==> src/rtl/pws_pkg.sv <==
// ----------------------------------------------------------------------------
// pws_pkg: shared types and codes for the wire field scanner
// Event, error and wire type codes, and the result record passed from the
// decode core to the output register.
// ----------------------------------------------------------------------------
package pws_pkg;

  // event codes
  localparam logic [1:0] EV_VARINT  = 2'd0;
  localparam logic [1:0] EV_PAYLOAD = 2'd1;
  localparam logic [1:0] EV_ERROR   = 2'd2;
  localparam logic [1:0] EV_HEADER  = 2'd3;

  // error codes
  localparam logic [2:0] ERR_NONE      = 3'd0;
  localparam logic [2:0] ERR_TRUNCATED = 3'd1;
  localparam logic [2:0] ERR_TOO_LONG  = 3'd2;
  localparam logic [2:0] ERR_PAST_END  = 3'd3;
  localparam logic [2:0] ERR_GROUP     = 3'd4;
  localparam logic [2:0] ERR_WIRE      = 3'd5;

  // wire types
  localparam logic [2:0] WIRE_VARINT  = 3'd0;
  localparam logic [2:0] WIRE_FIXED64 = 3'd1;
  localparam logic [2:0] WIRE_LEN     = 3'd2;
  localparam logic [2:0] WIRE_SGROUP  = 3'd3;
  localparam logic [2:0] WIRE_EGROUP  = 3'd4;
  localparam logic [2:0] WIRE_FIXED32 = 3'd5;

  // varint and fixed field sizes
  localparam logic [3:0]  VARINT_MAX_BYTES = 4'd10;
  localparam logic [6:0]  VARINT_GROUP     = 7'd7;
  localparam logic [63:0] FIXED64_LEN      = 64'd8;
  localparam logic [63:0] FIXED32_LEN      = 64'd4;

  typedef struct packed {
    logic [1:0]  event_res;
    logic [31:0] field_id;
    logic [2:0]  wire_kind;
    logic [63:0] varint_value;
    logic [7:0]  payload_byte;
    logic        field_end;
    logic [2:0]  error_code;
    logic        buffer_end;
  } result_t;

endpackage

==> src/rtl/pws_core.sv <==
// ----------------------------------------------------------------------------
// pws_core: per-byte decode and scanner state
// Holds the parse phase, the varint accumulator, the remaining byte count and
// the current tag. Each fired byte updates the state and may give one result.
// ----------------------------------------------------------------------------
module pws_core (
  input  logic              clk,
  input  logic              rst,
  input  logic              fire,
  input  logic [7:0]        data,
  input  logic              last,
  output logic              res_valid,
  output pws_pkg::result_t  res
);
  import pws_pkg::*;

  localparam logic [2:0] PH_TAG     = 3'd0;
  localparam logic [2:0] PH_VALUE   = 3'd1;
  localparam logic [2:0] PH_LENGTH  = 3'd2;
  localparam logic [2:0] PH_PAYLOAD = 3'd3;
  localparam logic [2:0] PH_HOLD    = 3'd4;

  logic [2:0]  phase, phase_next;
  logic [63:0] acc, acc_next;
  logic [3:0]  cnt, cnt_next;
  logic [63:0] remaining, remaining_next;
  logic [31:0] cur_field, cur_field_next;
  logic [2:0]  cur_wire, cur_wire_next;

  logic [6:0]  shamt;
  logic [63:0] acc_fed;
  logic [3:0]  cnt_fed;
  logic [63:0] rem_dec;
  logic        err_valid;
  logic [2:0]  err_code;

  // varint feed: seven bits per byte, low group first
  always_comb begin
    shamt = 7'(cnt) * VARINT_GROUP;
    if (cnt < VARINT_MAX_BYTES) begin
      acc_fed = acc | (64'(data[6:0]) << shamt);
      cnt_fed = cnt + 4'd1;
    end else begin
      acc_fed = acc;
      cnt_fed = cnt;
    end
    rem_dec = (remaining != 64'd0) ? remaining - 64'd1 : 64'd0;
  end

  // next state and result
  always_comb begin
    phase_next     = phase;
    acc_next       = acc;
    cnt_next       = cnt;
    remaining_next = remaining;
    cur_field_next = cur_field;
    cur_wire_next  = cur_wire;
    err_valid      = 1'b0;
    err_code       = ERR_NONE;
    res_valid      = 1'b0;
    res            = '0;

    if (phase inside {PH_TAG, PH_VALUE, PH_LENGTH}) begin
      if (phase == PH_TAG && cnt == 4'd0) begin
        cur_field_next = '0;
        cur_wire_next  = '0;
      end
      if (data[7] && cnt_fed >= VARINT_MAX_BYTES) begin
        err_valid = 1'b1;
        err_code  = ERR_TOO_LONG;
      end else if (data[7]) begin
        acc_next = acc_fed;
        cnt_next = cnt_fed;
        if (last) begin
          err_valid = 1'b1;
          err_code  = ERR_TRUNCATED;
        end
      end else begin
        acc_next = '0;
        cnt_next = '0;
        case (phase)
          PH_TAG: begin
            cur_field_next = acc_fed[34:3];
            cur_wire_next  = acc_fed[2:0];
            case (acc_fed[2:0])
              WIRE_VARINT, WIRE_LEN: begin
                if (last) begin
                  err_valid = 1'b1;
                  err_code  = ERR_TRUNCATED;
                end else begin
                  phase_next = (acc_fed[2:0] == WIRE_VARINT) ? PH_VALUE : PH_LENGTH;
                end
              end
              WIRE_FIXED64, WIRE_FIXED32: begin
                if (last) begin
                  err_valid = 1'b1;
                  err_code  = ERR_PAST_END;
                end else begin
                  remaining_next = (acc_fed[2:0] == WIRE_FIXED64) ? FIXED64_LEN
                                                                  : FIXED32_LEN;
                  phase_next     = PH_PAYLOAD;
                end
              end
              WIRE_SGROUP, WIRE_EGROUP: begin
                err_valid = 1'b1;
                err_code  = ERR_GROUP;
              end
              default: begin
                err_valid = 1'b1;
                err_code  = ERR_WIRE;
              end
            endcase
          end
          PH_VALUE: begin
            res_valid          = 1'b1;
            res.event_res      = EV_VARINT;
            res.varint_value   = acc_fed;
            res.field_end      = 1'b1;
            phase_next         = PH_TAG;
          end
          default: begin
            // length varint
            if (acc_fed == 64'd0) begin
              res_valid      = 1'b1;
              res.event_res  = EV_HEADER;
              res.field_end  = 1'b1;
              phase_next     = PH_TAG;
            end else if (last) begin
              err_valid = 1'b1;
              err_code  = ERR_PAST_END;
            end else begin
              res_valid        = 1'b1;
              res.event_res    = EV_HEADER;
              res.varint_value = acc_fed;
              remaining_next   = acc_fed;
              phase_next       = PH_PAYLOAD;
            end
          end
        endcase
      end
    end else if (phase == PH_PAYLOAD) begin
      remaining_next = rem_dec;
      if (rem_dec == 64'd0) begin
        res_valid        = 1'b1;
        res.event_res    = EV_PAYLOAD;
        res.payload_byte = data;
        res.field_end    = 1'b1;
        phase_next       = PH_TAG;
      end else if (last) begin
        err_valid = 1'b1;
        err_code  = ERR_PAST_END;
      end else begin
        res_valid        = 1'b1;
        res.event_res    = EV_PAYLOAD;
        res.payload_byte = data;
      end
    end

    // error: report once, then hold until the end of the buffer
    if (err_valid) begin
      res_valid      = 1'b1;
      res            = '0;
      res.event_res  = EV_ERROR;
      res.error_code = err_code;
      phase_next     = PH_HOLD;
    end
    res.field_id   = cur_field_next;
    res.wire_kind  = cur_wire_next;
    res.buffer_end = last;

    // end of buffer returns everything to reset
    if (last) begin
      phase_next     = PH_TAG;
      acc_next       = '0;
      cnt_next       = '0;
      remaining_next = '0;
      cur_field_next = '0;
      cur_wire_next  = '0;
    end
  end

  // state registers
  always_ff @(posedge clk) begin
    if (rst) begin
      phase     <= PH_TAG;
      acc       <= '0;
      cnt       <= '0;
      remaining <= '0;
      cur_field <= '0;
      cur_wire  <= '0;
    end else if (fire) begin
      phase     <= phase_next;
      acc       <= acc_next;
      cnt       <= cnt_next;
      remaining <= remaining_next;
      cur_field <= cur_field_next;
      cur_wire  <= cur_wire_next;
    end
  end

endmodule

==> src/rtl/protobuf_wire_field_scanner.sv <==
// ----------------------------------------------------------------------------
// protobuf_wire_field_scanner: streaming wire-format field scanner
// A byte taken into the input register is decoded combinationally and its
// result is registered in the result register, which drives the output
// ports. Throughput: one byte per cycle while the output is not stalled.
// Reset: synchronous, clears the parse state and both register valids.
// ----------------------------------------------------------------------------
module protobuf_wire_field_scanner (
  input  logic        clk,
  input  logic        rst,
  input  logic        in_valid,
  output logic        in_stall,
  input  logic [7:0]  data_byte,
  input  logic        last_byte,
  output logic        out_valid,
  input  logic        out_stall,
  output logic [1:0]  event_res,
  output logic [31:0] field_id,
  output logic [2:0]  wire_kind,
  output logic [63:0] varint_value,
  output logic [7:0]  payload_byte,
  output logic        field_end,
  output logic [2:0]  error_code,
  output logic        buffer_end
);
  import pws_pkg::*;

  logic       in_q_valid;
  logic [7:0] in_q_data;
  logic       in_q_last;
  logic       fire;
  logic       res_valid;
  result_t    res;
  result_t    out_q;

  // a byte is decoded when the result slot is free or being drained
  assign fire     = in_q_valid && (!out_valid || !out_stall);
  assign in_stall = in_q_valid && !fire;

  // input register
  always_ff @(posedge clk) begin
    if (rst) begin
      in_q_valid <= 1'b0;
    end else if (!in_stall) begin
      in_q_valid <= in_valid;
    end
  end

  always_ff @(posedge clk) begin
    if (in_valid && !in_stall) begin
      in_q_data <= data_byte;
      in_q_last <= last_byte;
    end
  end

  pws_core u_core (
    .clk       (clk),
    .rst       (rst),
    .fire      (fire),
    .data      (in_q_data),
    .last      (in_q_last),
    .res_valid (res_valid),
    .res       (res)
  );

  // result register
  always_ff @(posedge clk) begin
    if (rst) begin
      out_valid <= 1'b0;
    end else if (fire) begin
      out_valid <= res_valid;
    end else if (!out_stall) begin
      out_valid <= 1'b0;
    end
  end

  always_ff @(posedge clk) begin
    if (fire && res_valid) begin
      out_q <= res;
    end
  end

  assign event_res    = out_q.event_res;
  assign field_id     = out_q.field_id;
  assign wire_kind    = out_q.wire_kind;
  assign varint_value = out_q.varint_value;
  assign payload_byte = out_q.payload_byte;
  assign field_end    = out_q.field_end;
  assign error_code   = out_q.error_code;
  assign buffer_end   = out_q.buffer_end;

`ifndef ASSERT_OFF
  // a stalled result is never overwritten by a new decode
  a_no_overwrite: assert property (@(posedge clk) disable iff (rst)
    !(fire && out_valid && out_stall))
    else $error("result overwritten while stalled");

  // error events carry a code, other events carry none
  a_error_code: assert property (@(posedge clk) disable iff (rst)
    out_valid |-> ((event_res == EV_ERROR) == (error_code != ERR_NONE)))
    else $error("error code does not match event");

  // a varint field always completes its field
  a_varint_end: assert property (@(posedge clk) disable iff (rst)
    (out_valid && event_res == EV_VARINT) |-> field_end)
    else $error("varint event without field end");

  // errors never complete a field
  a_error_no_end: assert property (@(posedge clk) disable iff (rst)
    (out_valid && event_res == EV_ERROR) |-> !field_end)
    else $error("error event marked as field end");
`endif

endmodule

==> config.mk <==
export PLATFORM = sky130hd
export DESIGN_NAME = protobuf_wire_field_scanner
export DESIGN_NICKNAME = d
export VERILOG_FILES = /design/src/rtl/pws_pkg.sv /design/src/rtl/pws_core.sv /design/src/rtl/protobuf_wire_field_scanner.sv
export SDC_FILE = /design/constraint.sdc
export NUM_CORES = 1
export LEC_CHECK = 0
export ABC_AREA = 0
export BUFFER_PORTS_ARGS = -buffer_cell sky130_fd_sc_hd__clkbuf_2
export CORE_MARGIN = 3
export CORE_UTILIZATION = 45
export DETAILED_ROUTE_END_ITERATION = 10
export SYNTH_ARGS = -nofsm -noshare
export SYNTH_HDL_FRONTEND = slang
export SYNTH_HIERARCHICAL = 1
export SYNTH_SLANG_ARGS = --single-unit
==> constraint.sdc <==
create_clock -name clk -period 21.1 [get_ports clk]
set_input_delay 6.33 -clock clk [delete_from_list [all_inputs] [get_ports clk]]
set_output_delay 6.33 -clock clk [all_outputs]
set_load 0.02 [all_outputs]
==> summary.md <==
| Metric | Value |
|---|---|
| Via Count | `12920` |
| Synthesized Nets | `between 1500 and 2000` |
| Synthesized instance count | `1613` |
| P per Cell Area | `about 85 nW/um2` |
| Fmax achieved | `76.08 MHz` |
| Postcts setup bufs | `0` |
| # rows | `63` |
| Final setup TNS | `0 ns` |
| Largest net degree at the start of global routing | `80` |
| Final cell count without fillers | `2084` |
| Area of the multi-input gates | `roughly 6300 um2` |
| Drt pass-1 iters | `6` |
| Iteration-0 DRC count of the detailed router | `1262` |
| Critical-path cell list | `clkbuf_2 > nand3_2 > inv_1 > clkbuf_2` |
| Asr flop ratio synth | `0%` |
| Post-CTS resize count | `0` |
| Cts hold-fix bufs | `0` |
| Most common cell after layout, fill and taps aside | `nor2_1` |
| Top FF cell, synth | `dfxtp_1` |
| Residual DRC | `0` |
| CP Data Required Time | `14.77 ns` |
| Initial core utilization | `a little under half` |
| Port bufs | `around 130` |
| Pwr Total | `roughly 1.4 mW` |
| TritonCTS buffer count | `31` |
| Pre-CTS WS | `between 7 and 8 ns` |
| First-pass GRT wire length | `70.69 mm` |
| I/O pin count | `129` |
| CTS tree | `done` |
| Vias/cell | `6.200` |
| Min cycle time layout | `13.14 ns` |
| Final setup viols | `0` |
| CP max FO | `3` |
| Die Ht | `182.4 um` |
| Kind of critical path | `in2out` |
| Worst vdd ir | `0.06587 mV` |
| Worst Setup Start Kind | `primary input` |
| Warnings, synthesis | `6` |
| Syn Area/Cell | `8.685 um2` |
| Hold Vio Cnt, Final | `0` |
| Avg WL per Cell | `22.07 um` |
| Crit-path most repeated cell | `clkbuf_2` |
| Clk Latency, worst-skew pair | `about 0.57 ns` |
| Max stage delay on crit path | `0.16 ns` |
| Chip width | `182.4 um` |
| Clk sinks | `around 300` |
| Max clock buf depth | `3` |
| WHS | `roughly 0.45 ns` |
| Final Max Tran Viols | `0` |
| Synth-to-layout area growth | `13.73%` |
| Synthesized cell area | `14010 um2` |
| Worst-Margin Slew | `1.223 ns` |
| P_leak | `5.949 nW` |
| FILL cells | `2874` |
| Die area | `33290 um2` |
| Initial antenna violation count | `0` |
| Status | `completed` |
| Layout cells sized above 1 | `13.99%` |
| H-tree levels | `1` |
| Root buffer cell | `clkbuf_16` |
| Synth unique cells | `70` |
| Hold crit path type | `reg2reg` |
| Number of synthesized flops with an enable pin | `123` |
| Inst Count DP | `2026` |
| Clk slew on worst S/H paths | `around 0.06 ns` |
| CP Capture Type | `primary output` |
| DPL Wire Length | `30.78 mm` |
| Most frequent cells in the layout | `nor2_1 (254), a21oi_1 (194), dfxtp_1 (172)` |
| Total grt overflow | `0` |
| Final worst slack | `around 8.0 ns` |
| Synthesized flop and latch total | `roughly 300` |
| WL final | `46.00 mm` |
| RSZ-0062 raised after global routing | `no` |
| Worst slew margin | `18.26%` |
| Worst EP arrival | `6.81 ns` |
| Critical-path top delay cell | `clkbuf_2` |
| Placer Congestion | `0.9119` |
| Clk_skew | `0.01050 ns` |
| ANT nets after route | `0` |
| Max-Cap Viols | `0` |
| Sequential cell area fraction in the yosys report | `50.94%` |
| Total Routing Usage GR | `26.76%` |
| Final Net Count | `roughly 1700` |
| Antenna Cells | `0` |
| Crit share post-route | `between 60% and 70%` |
| Placeable core area | `30190 um2` |
| Vias in the first global route | `~12000` |
| Register area | `7137 um2` |
[metal layers]
| layer | wire length, um | vias to the layer above | global-route usage (%) | part of all wire [%] |
|---|---|---|---|---|
| li1 | - | 5967 | - | - |
| met1 | 20490 | 6282 | 38.49 | 45 |
| met2 | 19770 | 564 | 40.38 | 43 |
| met3 | 3594 | 108 | 3.967 | 7.8 |
| met4 | 2140 | 0 | 11.37 | 4.7 |
| met5 | 0 | - | 0 | 0 |
[registers in the layout, indices dropped and copies added, names as in the netlist, 2 cells and up]
register / cells
u_core/acc: 64
u_core/remaining: 64
varint_value: 64
field_id: 32
u_core/cur_field: 32
in_q_data: 8
payload_byte: 8
u_core/cnt: 4
error_code: 3
u_core/cur_wire: 3
u_core/phase: 3
wire_kind: 3
event_res: 2
[area by class of cell]
type / count / area share (%)
Sequential cell: 295 / 44.79
Timing Repair Buffer: 160 / 5.544
Tap cell: 390 / 3.063
Clock inverter: 23 / 1.437
Inverter: 16 / 0.3769
Clock buffer: 35 / 4.963
Multi-Input combinational cell: 1165 / 39.82
[through the flow]
step	utilization, %	instance area, um2
after global placement	49.40	14910
after CTS	52.77	15930
after detailed placement	49.40	14910
after floorplan	-	14010
after global routing	52.77	15930
final	52.77	15930
[cell usage after synthesis, types with 12 or more instances]
cell      number  area (um2)
a31oi_1       58       362.9
o21ai_0       75       375.4
dfxtp_1      172        3443
inv_1         15       56.30
nor2b_1       43       269.0
nor4_1        44       275.3
nor2_1       254       953.4
edfxtp_1     123        3694
nand3_1       50       250.2
a21oi_1      196       980.9
xnor2_1       24       210.2
nand4_1       29       181.4
or4_1         13       97.59
nand2_1      133       499.2
xor2_1        19       166.4
clkbuf_1     123       461.7
o22ai_1       33       206.5
nor3_1        37       185.2
buf_1         12       45.04
[power by group]
part           switching, mW  internal (mW)  total, mW
Clock                  0.234          0.318      0.552
Combinational          0.131         0.0500      0.181
Sequential           0.00906          0.611      0.620
Total                  0.374          0.979       1.35
[final timing paths]
path	endpoint	slack, ns	startpoint	depth (start not counted)
setup / recovery	in_stall	7.96	out_stall	4
hold / removal	buffer_end	0.45	in_q_last	0
setup reg to reg	u_core/remaining[43]	15.61	u_core/cnt[3]	11
hold reg to reg	buffer_end	0.45	in_q_last	0
[critical path, delay by kind of cell]
kind	cells	cell delay (ns)
simple gates	1	0.10
buf+inv	3	0.38
[cells by family after synthesis]
family / after synthesis / share of synthesized area (%)
AOI/OAI and AO/OA: 441 / 18.54
DFF: 295 / 50.94
and+or+nand+nor: 674 / 23.08
xor gates and xnor gates: 43 / 2.688
muxes: 3 / 0.2144
buffers and inverters: 153 / 4.180
adders and majority gates: 4 / 0.3573
Note: power is estimated with default switching activity, not from simulation.
